`src/rtl/qdc_pkg.sv`:
```
// ----------------------------------------------------------------------------
// qdc_pkg
// Shared types, register codes, reset values and the Gray-code step table
// for the quadrature detent counter.
// ----------------------------------------------------------------------------
package qdc_pkg;

    typedef enum logic [1:0] {
        ACT_TICK   = 2'd0,
        ACT_POLL   = 2'd1,
        ACT_HAPTIC = 2'd2
    } action_t;

    typedef enum logic [1:0] {
        CFG_REVERSE_DIRECTION = 2'd0,
        CFG_DELTA_LIMIT       = 2'd1,
        CFG_PULSE_TICKS       = 2'd2,
        CFG_PULSE_COMMAND     = 2'd3
    } cfg_index_t;

    localparam int CFG_DATA_W = 8;

    typedef struct packed {
        logic [1:0] action;
        logic       pin_a;
        logic       pin_b;
        logic [7:0] command_byte;
    } in_word_t;

    typedef struct packed {
        logic              report_valid;
        logic signed [7:0] report_delta;
        logic [7:0]        report_seq;
        logic              haptic_drive;
    } out_word_t;

    typedef struct packed {
        logic       reverse_direction;
        logic [6:0] delta_limit;
        logic [7:0] pulse_ticks;
        logic [7:0] pulse_command;
    } cfg_t;

    localparam logic       RESET_REVERSE_DIRECTION = 1'b0;
    localparam logic [6:0] RESET_DELTA_LIMIT       = 7'd120;
    localparam logic [7:0] RESET_PULSE_TICKS       = 8'd60;
    localparam logic [7:0] RESET_PULSE_COMMAND     = 8'd1;

    localparam logic signed [3:0] QUARTER_UP   = 4'sd4;
    localparam logic signed [3:0] QUARTER_DOWN = -4'sd4;

    // index is {previous pins, current pins}
    function automatic logic signed [1:0] gray_step(input logic [3:0] idx);
        logic signed [1:0] step;
        case (idx)
            4'd1, 4'd7, 4'd8, 4'd14: step = -2'sd1;
            4'd2, 4'd4, 4'd11, 4'd13: step = 2'sd1;
            default: step = 2'sd0;
        endcase
        return step;
    endfunction

endpackage

```
`src/rtl/qdc_cfg.sv`:
```
// ----------------------------------------------------------------------------
// qdc_cfg
// Configuration register file: decodes the write channel and holds the
// four control registers.
// ----------------------------------------------------------------------------
module qdc_cfg (
    input  logic                        clk,
    input  logic                        rst_n,
    input  logic                        cfg_valid,
    output logic                        cfg_ready,
    input  qdc_pkg::cfg_index_t         cfg_index,
    input  logic [qdc_pkg::CFG_DATA_W-1:0] cfg_data,
    output qdc_pkg::cfg_t               cfg
);
    import qdc_pkg::*;

    cfg_t cfg_reg;
    cfg_t cfg_next;

    assign cfg_ready = 1'b1;
    assign cfg       = cfg_reg;

    always_comb
    begin
        cfg_next = cfg_reg;
        if (cfg_valid)
        begin
            case (cfg_index)
                CFG_REVERSE_DIRECTION: cfg_next.reverse_direction = cfg_data[0];
                CFG_DELTA_LIMIT:       cfg_next.delta_limit       = cfg_data[6:0];
                CFG_PULSE_TICKS:       cfg_next.pulse_ticks       = cfg_data;
                CFG_PULSE_COMMAND:     cfg_next.pulse_command     = cfg_data;
                default:               cfg_next = cfg_reg;
            endcase
        end
    end

    always_ff @(posedge clk or negedge rst_n)
    begin
        if (!rst_n)
        begin
            cfg_reg.reverse_direction <= RESET_REVERSE_DIRECTION;
            cfg_reg.delta_limit       <= RESET_DELTA_LIMIT;
            cfg_reg.pulse_ticks       <= RESET_PULSE_TICKS;
            cfg_reg.pulse_command     <= RESET_PULSE_COMMAND;
        end
        else
        begin
            cfg_reg <= cfg_next;
        end
    end

`ifndef SYNTHESIS
    a_cfg_hold: assert property (@(posedge clk) disable iff (!rst_n)
        !$past(cfg_valid) |-> $stable(cfg_reg))
        else $error("configuration changed without a write");
`endif

endmodule

```
`src/rtl/qdc_core.sv`:
```
// ----------------------------------------------------------------------------
// qdc_core
// Encoder state, detent accumulation, poll readout and haptic countdown;
// forms the result word of each accepted input word.
// ----------------------------------------------------------------------------
module qdc_core (
    input  logic               clk,
    input  logic               rst_n,
    input  logic               accept,
    input  qdc_pkg::in_word_t  in_word,
    input  qdc_pkg::cfg_t      cfg,
    output qdc_pkg::out_word_t result
);
    import qdc_pkg::*;

    logic [1:0]        last_pins_reg, last_pins_next;
    logic              primed_reg, primed_next;
    logic signed [3:0] quarter_reg, quarter_next;
    logic signed [7:0] pending_reg, pending_next;
    logic [7:0]        sequence_reg, sequence_next;
    logic [7:0]        pulse_reg, pulse_next;

    logic [1:0]        pins;
    logic signed [1:0] step;
    logic signed [3:0] step_ext;
    logic signed [3:0] quarter_sum;
    logic              detent;
    logic              detent_up;
    logic signed [8:0] pending_ext;
    logic signed [8:0] limit_ext;

    assign pins        = {in_word.pin_a, in_word.pin_b};
    assign step        = gray_step({last_pins_reg, pins});
    assign step_ext    = {{2{step[1]}}, step};
    assign quarter_sum = quarter_reg + step_ext;
    assign pending_ext = {pending_reg[7], pending_reg};
    assign limit_ext   = {2'b00, cfg.delta_limit};

    always_comb
    begin
        last_pins_next = last_pins_reg;
        primed_next    = primed_reg;
        quarter_next   = quarter_reg;
        pending_next   = pending_reg;
        sequence_next  = sequence_reg;
        pulse_next     = pulse_reg;
        detent         = 1'b0;
        detent_up      = 1'b0;
        result         = '0;

        case (in_word.action)
            ACT_TICK:
            begin
                if (!primed_reg)
                begin
                    primed_next    = 1'b1;
                    last_pins_next = pins;
                end
                else if (pins != last_pins_reg)
                begin
                    last_pins_next = pins;
                    quarter_next   = quarter_sum;
                    if (quarter_sum >= QUARTER_UP)
                    begin
                        detent       = 1'b1;
                        detent_up    = 1'b1;
                        quarter_next = '0;
                    end
                    else if (quarter_sum <= QUARTER_DOWN)
                    begin
                        detent       = 1'b1;
                        quarter_next = '0;
                    end
                end
                if (pulse_reg != 8'd0)
                begin
                    pulse_next = pulse_reg - 8'd1;
                end
            end
            ACT_POLL:
            begin
                result.report_valid = 1'b1;
                result.report_delta = pending_reg;
                result.report_seq   = sequence_reg;
                pending_next        = '0;
                sequence_next       = sequence_reg + 8'd1;
            end
            ACT_HAPTIC:
            begin
                if (in_word.command_byte == cfg.pulse_command)
                begin
                    pulse_next = cfg.pulse_ticks;
                end
            end
            default:
            begin
                pulse_next = pulse_reg;
            end
        endcase

        // saturate against the limit, never wrap
        if (detent)
        begin
            if (detent_up ^ cfg.reverse_direction)
            begin
                if (pending_ext < limit_ext)
                begin
                    pending_next = pending_reg + 8'sd1;
                end
            end
            else if (pending_ext > -limit_ext)
            begin
                pending_next = pending_reg - 8'sd1;
            end
        end

        result.haptic_drive = (pulse_next != 8'd0);
    end

    always_ff @(posedge clk or negedge rst_n)
    begin
        if (!rst_n)
        begin
            last_pins_reg <= '0;
            primed_reg    <= 1'b0;
            quarter_reg   <= '0;
            pending_reg   <= '0;
            sequence_reg  <= '0;
            pulse_reg     <= '0;
        end
        else if (accept)
        begin
            last_pins_reg <= last_pins_next;
            primed_reg    <= primed_next;
            quarter_reg   <= quarter_next;
            pending_reg   <= pending_next;
            sequence_reg  <= sequence_next;
            pulse_reg     <= pulse_next;
        end
    end

`ifndef SYNTHESIS
    a_quarter_range: assert property (@(posedge clk) disable iff (!rst_n)
        (quarter_reg < QUARTER_UP) && (quarter_reg > QUARTER_DOWN))
        else $error("quarter count left its range");

    a_pending_range: assert property (@(posedge clk) disable iff (!rst_n)
        pending_reg != -8'sd128)
        else $error("pending delta reached an unreportable value");

    a_poll_clear: assert property (@(posedge clk) disable iff (!rst_n)
        accept && (in_word.action == ACT_POLL)
        |=> (pending_reg == 8'sd0) && (sequence_reg == $past(sequence_reg) + 8'd1))
        else $error("poll did not clear delta or advance sequence");

    a_pulse_idle: assert property (@(posedge clk) disable iff (!rst_n)
        !accept |=> $stable(pulse_reg) && $stable(pending_reg))
        else $error("state moved without an accepted word");
`endif

endmodule

```
`src/rtl/quadrature_detent_counter_haptic_top.sv`:
```
// ----------------------------------------------------------------------------
// quadrature_detent_counter_haptic_top
// Quadrature encoder detent counter with host poll and haptic pulse output.
// Output: the result is valid in the output register in the cycle after input acceptance.
// Throughput: one word per cycle; input ready is held low only while the
//   output register holds a result that is not being taken.
// Reset: asynchronous active low; clears all encoder state, loads register defaults.
// ----------------------------------------------------------------------------
module quadrature_detent_counter_haptic_top (
    input  logic                           clk,
    input  logic                           rst_n,
    input  logic                           in_valid,
    output logic                           in_ready,
    input  qdc_pkg::in_word_t              in_data,
    output logic                           out_valid,
    input  logic                           out_ready,
    output qdc_pkg::out_word_t             out_data,
    input  logic                           cfg_valid,
    output logic                           cfg_ready,
    input  qdc_pkg::cfg_index_t            cfg_index,
    input  logic [qdc_pkg::CFG_DATA_W-1:0] cfg_data
);
    import qdc_pkg::*;

    cfg_t      cfg;
    out_word_t result;
    logic      accept;

    logic      out_valid_reg, out_valid_next;
    out_word_t out_data_reg;

    qdc_cfg u_cfg (
        .clk       (clk),
        .rst_n     (rst_n),
        .cfg_valid (cfg_valid),
        .cfg_ready (cfg_ready),
        .cfg_index (cfg_index),
        .cfg_data  (cfg_data),
        .cfg       (cfg)
    );

    qdc_core u_core (
        .clk     (clk),
        .rst_n   (rst_n),
        .accept  (accept),
        .in_word (in_data),
        .cfg     (cfg),
        .result  (result)
    );

    assign in_ready = !out_valid_reg || out_ready;
    assign accept   = in_valid && in_ready;

    assign out_valid = out_valid_reg;
    assign out_data  = out_data_reg;

    always_comb
    begin
        out_valid_next = out_valid_reg;
        if (accept)
        begin
            out_valid_next = 1'b1;
        end
        else if (out_ready)
        begin
            out_valid_next = 1'b0;
        end
    end

    always_ff @(posedge clk or negedge rst_n)
    begin
        if (!rst_n)
        begin
            out_valid_reg <= 1'b0;
        end
        else
        begin
            out_valid_reg <= out_valid_next;
        end
    end

    always_ff @(posedge clk)
    begin
        if (accept)
        begin
            out_data_reg <= result;
        end
    end

`ifndef SYNTHESIS
    a_non_poll_zero: assert property (@(posedge clk) disable iff (!rst_n)
        out_valid && !out_data.report_valid
        |-> (out_data.report_delta == 8'sd0) && (out_data.report_seq == 8'd0))
        else $error("non-poll result carries report fields");

    a_result_follows: assert property (@(posedge clk) disable iff (!rst_n)
        accept |=> out_valid)
        else $error("accepted word produced no result");

    a_no_overwrite: assert property (@(posedge clk) disable iff (!rst_n)
        out_valid && !out_ready |-> !accept)
        else $error("pending result overwritten");
`endif

endmodule
```
`config.mk`:
```
export PLATFORM = sky130hd
export DESIGN_NAME = quadrature_detent_counter_haptic_top
export DESIGN_NICKNAME = d
export VERILOG_FILES = /design/src/rtl/qdc_pkg.sv /design/src/rtl/qdc_cfg.sv /design/src/rtl/qdc_core.sv /design/src/rtl/quadrature_detent_counter_haptic_top.sv
export SDC_FILE = /design/constraint.sdc
export NUM_CORES = 1
export LEC_CHECK = 0
export BUFFER_PORTS_ARGS = -buffer_cell sky130_fd_sc_hd__buf_2
export CORE_MARGIN = 3
export CORE_UTILIZATION = 55
export CTS_CLUSTER_SIZE = 25
export DETAILED_ROUTE_END_ITERATION = 7
export PLACE_DENSITY_LB_ADDON = 0.08
export SYNTH_ARGS = -nofsm -noshare
export SYNTH_HDL_FRONTEND = slang
export SYNTH_HIERARCHICAL = 1
export SYNTH_SLANG_ARGS = --single-unit
```
`constraint.sdc`:
```
create_clock -name clk -period 4.61 [get_ports clk]
set_clock_uncertainty 0.1 [all_clocks]
set_input_delay 1.383 -clock clk [delete_from_list [all_inputs] [get_ports clk]]
set_output_delay 1.383 -clock clk [all_outputs]
set_load 0.005 [all_outputs]
```
=== Word-level counts from Yosys, hierarchy flattened ===
Memory sizes are Yosys's and may differ from the RTL's.
Index checks and enable logic that the tools add are counted.

* Flip-flop bits (word level): 74
* ROM bits: 32
* Input bits: 27
* Output and inout port bits: 21
* Logic and storage cells: 75
* Memories kept: 1

{| class="wikitable"
|+ Memories
! name !! depth !! bits a word !! read ports !! clocked after memory_dff !! wr ports !! RTL line !! source
|-
| (name not given) || 16 || 2 || 1 || 0 || 0 || qdc_pkg.sv:55 || <nowiki>case (idx)</nowiki>
|}

* Add/sub/neg operators: 6
* Order comparisons: 4
* Equal/unequal tests: 8
* Multiplexer cells: 24
* Bitwise operators: 1
* Reduce and logical (&&, ||, !) cells: 16

{| class="wikitable"
|+ Operator list
! cell !! count
|-
| 8-bit 2-to-1 mux || 7
|-
| 17-bit 2-to-1 mux || 1
|-
| 8-bit one-hot mux with 2 select lines || 1
|-
| 8-bit nonzero test || 2
|-
| 2-bit AND reduction || 6
|-
| 1-bit 2-to-1 mux || 11
|-
| 8-bit by 9-bit greater-than comparator with 1-bit output || 1
|-
| 7-bit negator with 9-bit output || 1
|-
| 8-bit by 1-bit adder with 8-bit output, second input constant || 1
|-
| 8-bit by 2-bit adder with 8-bit output, second input constant || 1
|-
| 8-bit == test || 1
|-
| 8-bit less-than comparator || 1
|-
| 4-bit 2-to-1 mux || 2
|-
| 8-bit by 1-bit subtractor with 8-bit output, second input constant || 1
|-
| 8-bit by 2-bit subtractor with 8-bit output, second input constant || 1
|-
| 2-bit == test, second input constant || 3
|-
| 4-bit by 2-bit adder with 4-bit output || 1
|-
| 2-bit by 1-bit == test with 1-bit output, second input constant || 2
|-
| 4-bit >= comparator, second input constant || 1
|-
| 4-bit by 3-bit <= comparator with 1-bit output, second input constant || 1
|-
| 2-bit logical NOT || 2
|-
| 2-bit 2-to-1 mux || 2
|-
| 4-bit AND reduction || 1
|-
| 3-bit AND reduction || 1
|-
| other kinds (7) || 7
|}

=== Depth between registers and ports, before layout ===
Gate-level depths: netlist (run 1).
An unclocked memory read counts as a cell.

* Word-level depth: 10
* Depth in mapped cells: 15
* Gate-level depth less buffers: 14

=== Hierarchy ===
Netlist (run 1), hierarchy kept.

{| class="wikitable"
|+ Modules (own cells, without submodules)
! module !! instances !! cells an instance !! area each (µm²) !! seq. area each (µm²)
|-
| qdc_core || 1 || 355 || 2904.0 || 775.7
|-
| qdc_cfg || 1 || 54 || 933.4 || 611.8
|-
| quadrature_detent_counter_haptic_top || 1 || 22 || 594.3 || 565.5
|}

=== Worst setup path before layout (run 1) ===
No wires, ideal clock.

* Path type: input-to-reg
* From: input in_data[8] in the netlist's numbering
* To: register u_core.pending_reg[3]
* Library setup time: 0.130 ns
* Data arrival time: 4.463 ns
* Required time: 4.380 ns
* Setup slack: -0.083 ns
* Stages: 13
* Path buffers: 1
* Cells stage by stage: inv_1 > ha_1 > mux4_2 > ha_1 > and3_1 > a211oi_1 > xnor3_1 > or3_4 > and3_4 > buf_6 > a22o_1 > a211oi_1 > o22ai_1

* Word-level cells in the longest chain between the ends: 10
* Elaborated cells on any way between the ends: 17
* Classes of those cells: add/sub (1); order compare (2); eq/ne (1); mux (11); bitwise (1); memory (1)

{| class="wikitable"
|+ Ends and longest elaborated chain
! what !! RTL line !! source
|-
| start, declared || quadrature_detent_counter_haptic_top.sv:14 || <nowiki>input qdc_pkg::in_word_t in_data,</nowiki>
|-
| memory 16 x 2 bit || -- ||
|-
| 4-bit by 2-bit adder with 4-bit output || qdc_core.sv:35 || <nowiki>assign quarter_sum = quarter_reg + step_ext;</nowiki>
|-
| 4-bit >= comparator || qdc_core.sv:63 || <nowiki>if (quarter_sum >= QUARTER_UP)</nowiki>
|-
| 1-bit 2-to-1 mux || qdc_core.sv:63 ||
|-
| 1-bit 2-to-1 mux || qdc_core.sv:59 || <nowiki>else if (pins != last_pins_reg)</nowiki>
|-
| 1-bit 2-to-1 mux || qdc_core.sv:54 || <nowiki>if (!primed_reg)</nowiki>
|-
| 1-bit 2-to-1 mux || qdc_core.sv:51 || <nowiki>case (in_word.action)</nowiki>
|-
| 1-bit XOR || qdc_core.sv:104 || <nowiki>if (detent_up ^ cfg.reverse_direction)</nowiki>
|-
| 8-bit 2-to-1 mux || qdc_core.sv:104 ||
|-
| 8-bit 2-to-1 mux * || qdc_core.sv:102 || <nowiki>if (detent)</nowiki>
|-
| end signal, assigned || qdc_core.sv:136 || <nowiki>pending_reg <= pending_next;</nowiki>
|-
| end, declared || qdc_core.sv:19 || <nowiki>logic signed [7:0] pending_reg, pending_next;</nowiki>
|}

Every way passes the cells marked *; elsewhere a longest branch is shown, timed or not.
A chain may end at the register's enable or synchronous reset.

=== Worst setup path after layout (run 1) ===
* From: input in_data[8] in the netlist's numbering
* To: register u_core.pending_reg[6]

The elaborated chain is that of the path after synthesis.

==> impl_results.md, run 1 <==
- Non-Filler Instances: 601
- Worst-margin pin slew: 1.01 ns
- Fin crit period: 4.38 ns
- Placed cell count: 585
- Final core occ: 0.658
- Std cell rows: 32
- Syn Inst Count: 431
- R2r setup slk: 1.13 ns
- Max-cap viol count: 0
- DRT Wirelength: 9300 um
- Via count: 3464
- Relative slew margins: 0.329
- Mean Syn Cell Area: 10.3 um^2
- Die W: 95.8 um
- Status: complete, no violations
- Crit path max fanout: 7
- Root buffer cell: clkbuf_8
- Comb power frac: 0.340
- Largest register FFs: 24
- Simple logic cell fraction of the synthesized area: 0.182
- Critical Path Start Type: primary input
- PortBufs: 46
- Chip height: 95.8 um
- HPWL Detailed: 6930 um
- YS warnings: 6
- Largest family of logic cells by synthesized area: simple AND/OR/NAND/NOR gates
- Layout overhead on the synthesized area: 15.3%
- Via density: 5.76
- Core area: 7770 um^2
- Syn nets: 487
- Clk network pwr share: 0.256
- Share of layout cells above drive strength 1: 0.253
- Max Buffers Root-to-Sink: 2
- Sw Share: 0.345
- Post-CTS Setup Inserts: 0
- Adder-cell area share of the yosys netlist: 0.0836
- Synth Area in XOR/XNOR: 0.0525
- Yosys reg bits: 74
- Main flop type after synthesis: dfrtp_1
- Pwr/cell area: 466 nW/um^2
- Hold buffer count at CTS: 0
- Net Switching: 0.000821 W
- CTS tree: done
- Worst hold path class: flip-flop to flip-flop
- Antenna Cells: 0
- Cell Area, Synth: 4430 um^2
- Drt first pass iters: 4
- Initial Utilization: 0.571
- Initial DRC Count: 199
- ANT nets after route: 0
- Pre-CTS worst setup slack: -0.178 ns
- Post-synth EDFFs: 18
- DIE AREA: 9170 um^2
- Worst Setup End Kind: flip-flop
- Critical Setup Path Class: primary input to flip-flop
- Gp weighted congestion: 0.858
- Initial antenna violation count: 0
- Power Total: 0.00238 W
- Pint: 0.00156 W
- Fraction of registers with async set/reset: 0.757
- Period utilization: 0.949
- FMAX: 0.229 GHz
- Number of global-route vias before repair: 3337
- Worst-path clk slew: 0.08 ns
- Overflow after GRT: 0
- Sequential Power Share: 0.404
- Total GRT Usage: 0.219
- Arrival @ worst endpoint: 4.49 ns
- I/O Pins: 48
- Global-route wire length before repair: 15700 um
- Clock Latency Late Sink: 0.34 ns
- Largest net degree at the start of global routing: 47
- Nets@finish: 550
- Routed length per instance: 15.5 um
- H-tree lvl count: 3
- Sequential fraction of the synthesis area: 0.441
- Num CTS Buffers: 9
- Yosys cell types: 64
- Final Hold Fails: 0
- Setup-failing EPs final: 0
- Post-synthesis compound-gate area fraction: 0.132
- Drt drc: 0
- Static Leakage: 2.25 nW
- RSZ-0062 raised after global routing: false
- Filler cells: 655
- Min setup slack post-route: 0.235 ns
- Peak supply drop: 0.264 mV
- Clock sinks: 74
- CP Data Required Time: 4.72 ns
- Slew Viols, Final: 0
- Mux share of post-synthesis cell area: 0.0805
[synthesized netlist by cell type (4+ instances only)]
master,number,area share
dfrtp_1,47,0.27
nand2_1,37,0.031
nor2_1,34,0.029
ha_1,28,0.079
mux2_2,27,0.069
inv_1,22,0.019
a21oi_1,21,0.024
xnor2_1,19,0.038
edfxtp_1,18,0.12
o21ai_0,18,0.020
and2_1,16,0.023
nand3_1,14,0.016
dfstp_2,9,0.053
nor3_1,9,0.010
nand2b_1,8,0.011
nand4_1,8,0.011
clkbuf_1,7,0.0059
a221oi_1,5,0.0099
a31oi_1,5,0.0071
nor4_1,5,0.0071
xor2_1,5,0.0099
nand3b_1,4,0.0068
o22ai_1,4,0.0056
or3_1,4,0.0056
[final timing paths]
check | from | end | cells after the start
max | in_data[8] | u_core/pending_reg[6]$_DFFE_PN0P_ | 14
min | u_core/sequence_reg[7]$_DFFE_PN0P_ | u_core/sequence_reg[7]$_DFFE_PN0P_ | 1
max reg2reg | u_core/last_pins_reg[1]$_DFFE_PN0P_ | u_core/pending_reg[6]$_DFFE_PN0P_ | 11
min reg2reg | u_core/sequence_reg[7]$_DFFE_PN0P_ | u_core/sequence_reg[7]$_DFFE_PN0P_ | 1
max in group asynchronous | rst_n | u_core/pending_reg[6]$_DFFE_PN0P_ | 2
min in group asynchronous | rst_n | u_core/sequence_reg[7]$_DFFE_PN0P_ | 1
[per-stage QoR]
stage	cell area (um^2)	hold WS (ns)	TNS [ns]
finish	5110	0.371	0
global route	5110	0.398	0
CTS	5100	0.378	0
detailed placement	4860	0.366	-0.878
global placement	4860	0.352	-0.247
floorplan	4440	0.334	0
[critical path, cell delays in order]
cell and delay [ns]:
buf_2 0.11, inv_1 0.07, ha_1 0.19, mux4_2 0.53
buf_4 0.17, fa_1 0.41, nand2b_1 0.17, and2_1 0.17
nand2b_1 0.16, or3_4 0.37, and3_4 0.21, and2_1 0.16
a221oi_1 0.27, a2bb2oi_1 0.11
[power groups by stage]
stage          combinational (W)  clock [W]  sequential (W)
6_report                0.000808   0.000611        0.000962
5_1_grt                 0.000918   0.000645        0.000983
4_1_cts                 0.000796   0.000624        0.000959
3_5_place_dp            0.000790          0        0.000970
3_3_place_gp            0.000765          0        0.000966
2_1_floorplan           0.000591          0        0.000920
[logic make-up after synthesis]
logic type | after synthesis
fa+ha+maj | 29
other cells | 1
buf+inv | 31
mux | 31
xor+xnor | 25
simple gates | 154
flops | 74
compound gates | 86
[cell type report]
cell class | count | area (um^2) | share of cell area
Clock buffer | 10 | 128 | 0.0250
Clock inverter | 6 | 114 | 0.0223
Inverter | 22 | 82.6 | 0.0162
Multi-Input combinational cell | 326 | 2360 | 0.462
Sequential cell | 74 | 1950 | 0.382
Tap cell | 102 | 128 | 0.0250
Timing Repair Buffer | 61 | 343 | 0.0671
[layout by cell type (no fill, tap or decap), types with 3 or more instances in the layout]
| cell type | Yosys | layout |
|---|---|---|
| clkbuf_8 | 0 | 9 |
| ha_1 | 28 | 28 |
| a21boi_0 | 3 | 3 |
| nor3_1 | 9 | 9 |
| nor2_1 | 34 | 34 |
| o22ai_1 | 4 | 4 |
| buf_4 | 1 | 15 |
| nand2b_1 | 8 | 8 |
| o21ai_0 | 18 | 18 |
| bufinv_16 | 0 | 3 |
| mux2_2 | 27 | 27 |
| and3_1 | 3 | 3 |
| a21oi_1 | 21 | 21 |
| or3_1 | 4 | 4 |
| nand3b_1 | 4 | 4 |
| a2bb2oi_1 | 3 | 3 |
| inv_1 | 22 | 22 |
| edfxtp_1 | 18 | 18 |
| xnor2_1 | 19 | 19 |
| dfstp_2 | 9 | 9 |
| xor2_1 | 5 | 5 |
| nand2_1 | 37 | 37 |
| and2_1 | 16 | 16 |
| a221oi_1 | 5 | 5 |
| dfrtp_1 | 47 | 47 |
| nand4_1 | 8 | 8 |
| buf_2 | 0 | 46 |
| nor4_1 | 5 | 5 |
| o32ai_1 | 3 | 3 |
| nand3_1 | 14 | 14 |
| a31oi_1 | 5 | 5 |
[timing repair]
action	CTS	global route
resized for setup	0	2
hold endpoints to repair	0	0
endpoints found under the setup margin	0	2
[routing by layer]
layer | GRT usage | wire, um | vias up
met4 | 0.0746 | 137 | 0
met1 | 0.301 | 4310 | 1670
met5 | 0 | 0 | -
met2 | 0.354 | 4460 | 84
li1 | - | - | 1698
met3 | 0.0344 | 402 | 12
Power figures use the tool's default switching activity.
==> inputs of run 2 (changes only) <==
--- a/config.mk
+++ b/config.mk
@@ -8,6 +8,7 @@
 export BUFFER_PORTS_ARGS = -buffer_cell sky130_fd_sc_hd__buf_2
 export CORE_MARGIN = 3
 export CORE_UTILIZATION = 55
+export CTS_BUF_LIST = sky130_fd_sc_hd__clkbuf_16
 export CTS_CLUSTER_SIZE = 25
 export DETAILED_ROUTE_END_ITERATION = 7
 export PLACE_DENSITY_LB_ADDON = 0.08
==> run 2 against run 1 <==
Against the previous run: sequential cell count unchanged; combinational power shrank 1%; sequential share of layout area down 0.69 points; worst setup slack worse by 0.020 ns; via count grew 0.43%; die area is the same; final area grew 1.8%; final cell count unchanged; critical endpoint unchanged.
==> impl_results.md, run 2 (synthesis results as in run 1) <==
- Met2 wire length: 4530 um (+1.6%)
- Min-delay src: u_core/sequence_reg[7]$_DFFE_PN0P_
- Worst hold path class: flip-flop to flip-flop
- Chip height: 95.8 um (unchanged)
- Number of global-route vias before repair: 3362 (+0.75%)
- Clock sinks: 74 (unchanged)
- Crit path max fanout: 8 (+1)
- Drt first pass iters: 4 (unchanged)
- Num CTS Buffers: 9 (unchanged)
- Worst Setup End Kind: flip-flop
- Initial Utilization: 0.571 (unchanged)
- ANT nets after route: 0 (unchanged)
- CTS tree: done
- Critical Setup Path Class: primary input to flip-flop
- Max-cap viol count: 0 (unchanged)
- Commonest cells after routing, fill and taps aside: dfrtp_1, buf_2, nand2_1, nor2_1, ha_1
- Via density: 5.79 (+0.43%)
- Slew Viols, Final: 0 (unchanged)
- Global-route wire length before repair: 15900 um (+1.2%)
- CP Data Required Time: 4.71 ns (about the same)
- Pwr/cell area: 493 nW/um^2 (+5.8%)
- Peak supply drop: 0.264 mV (about the same)
- Via count: 3479 (+0.43%)
- CTS resizes: 0 (unchanged)
- Static Leakage: 2.30 nW (+2.1%)
- Placed cell count: 585 (unchanged)
- Final Hold Fails: 0 (unchanged)
- Total GRT Usage: 0.222 (+0.00288)
- Reg-to-reg endpoint: u_core/pending_reg[6]$_DFFE_PN0P_
- Largest register FFs: 24 (unchanged)
- Relative slew margins: 0.322 (-0.00738)
- Top Metal Used: met4
- DIE AREA: 9170 um^2 (unchanged)
- Core area: 7770 um^2 (unchanged)
- Setup-failing EPs final: 0 (unchanged)
- Routed length per instance: 15.7 um (+1.6%)
- Layout overhead on the synthesized area: 17.4%
- Critical Path Start Type: primary input
- Slowest cell on crit path: fa_1
- Initial DRC Count: 160 (-20%)
- Std cell rows: 32 (unchanged)
- Die W: 95.8 um (unchanged)
- Worst r2r path cells: 12 (+1)
- Met1 wire length: 4360 um (+1.2%)
- Most Frequent Cell on Critical Path: buf_4
- Clock Latency Late Sink: 0.33 ns (about the same)
- Status: complete, no violations
- Reg-to-reg startpoint: u_core/last_pins_reg[1]$_DFFE_PN0P_
- Non-Filler Instances: 601 (unchanged)
- Worst Path Buf+Inv: 4 (+1)
- WL met3: 427 um (+6.2%)
- I/O Pins: 48 (unchanged)
- Gp weighted congestion: 0.858 (unchanged)
- Fin crit period: 4.40 ns (+0.0205 ns)
- Hold path endpoint: u_core/sequence_reg[7]$_DFFE_PN0P_
- Initial antenna violation count: 0 (unchanged)
- Family with the most delay on the worst path: multiplexers
- Design area: 5200 um^2 (+1.8%)
- Largest net degree at the start of global routing: 47 (unchanged)
- CP cell instances: buf_2 -> inv_1 -> ha_1 -> mux4_2 -> buf_4 -> fa_1 -> nor3b_1 -> o22ai_1 -> nand2b_1 -> mux2i_1 -> nor3_1 -> buf_4 -> and2_1 -> a221oi_1 -> a2bb2oi_1
- Root buffer cell: clkbuf_16
- R2r setup slk: 1.13 ns (about the same)
- FMAX: 0.228 GHz (-0.47%)
- Period utilization: 0.953 (+0.00444)
- Drt drc: 0 (unchanged)
- RSZ-0062 raised after global routing: false
- Overflow after GRT: 0 (unchanged)
- Most common cell after layout, fill and taps aside: dfrtp_1
- Worst path max stage delay: 0.54 ns (about the same)
- Arrival @ worst endpoint: 4.49 ns (about the same)
- Share of layout cells above drive strength 1: 0.248 (-0.00401)
- Worst-margin pin slew: 1.02 ns (+0.0111 ns)
- Nets@finish: 550 (unchanged)
- Antenna Cells: 0 (unchanged)
- DP Area: 4860 um^2 (unchanged)
- PortBufs: 46 (unchanged)
- Hold Path Cell Cnt: 1 (unchanged)
- DRT Wirelength: 9450 um (+1.6%)
- Max Buffers Root-to-Sink: 2 (unchanged)
- Power Total: 0.00256 W (+7.7%)
- H-tree lvl count: 3 (unchanged)
- Worst-path clk slew: 0.06 ns (-0.02 ns)
- HPWL Detailed: 6930 um (unchanged)
[run 2: changes by cell type in the layout (fill, tap and decap cells not counted), sizes merged]
cell | previous run | this run
clkbuf | 10 | 9
inv | 23 | 24
[run 2: how the worst max path moves through the flow]
stage	cells after the start	from	slack, ns	endpoint
2_1_floorplan	13	in_data[8]	0.0002	u_core/pending_reg[3]$_DFFE_PN0P_
3_5_place_dp	13	in_data[8]	-0.18	u_core/pending_reg[3]$_DFFE_PN0P_
3_3_place_gp	13	in_data[8]	-0.07	u_core/pending_reg[3]$_DFFE_PN0P_
4_1_cts	13	in_data[8]	0.18	u_core/pending_reg[3]$_DFFE_PN0P_
6_report	15	in_data[8]	0.21	u_core/pending_reg[6]$_DFFE_PN0P_
5_1_grt	15	in_data[8]	0.008	u_core/pending_reg[6]$_DFFE_PN0P_
[run 2: power breakdown]
group | switching [W] | total (W) | leakage (nW) | internal [W]
sequential | 0.000156 | 0.000964 | 0.841 | 0.000808
clock | 0.000273 | 0.000801 | 0.163 | 0.000528
combinational | 0.000415 | 0.000799 | 1.29 | 0.000385
[run 2: area by class of cell]
| class | count | area [um^2] |
|---|---|---|
| well taps | 102 | 128 |
| clock buffers | 9 | 225 |
| inverters | 22 | 82.6 |
| repair buffers | 61 | 343 |
| clock inverters | 7 | 118 |
| multi-input cells | 326 | 2360 |
| flip-flops and latches | 74 | 1950 |
| fillers | 634 | 2560 |
[run 2: worst register-to-register path: stages, from the launching register on]
cell and delay [ns]:
dfrtp_1 0.45, mux4_2 0.60, buf_4 0.17, fa_1 0.54, nor3b_1 0.07, o22ai_1 0.22
nand2b_1 0.08, mux2i_1 0.29, nor3_1 0.11, buf_4 0.17, and2_1 0.18, a221oi_1 0.27
a2bb2oi_1 0.11
[run 2: metal layers]
metal,vias up,track usage
met5,-,0
met4,0,0.0794
met3,11,0.0399
met2,95,0.350
met1,1677,0.307
li1,1696,-
[run 2: repair_timing]
action,CTS,global route
buffers inserted,0,0
hold buffers,0,0
hold endpoints to repair,0,0
endpoints found under the setup margin,0,2
[run 2: metrics by stage]
stage	TNS, ns	setup slack (ns)	hold WS (ns)	util
after floorplan	0	0.000171	0.334	-
after global placement	-0.247	-0.0747	0.352	0.626
after detailed placement	-0.878	-0.178	0.366	0.626
after CTS	0	0.177	0.374	0.670
after global routing	0	0.00752	0.395	0.670
final	0	0.214	0.368	0.670
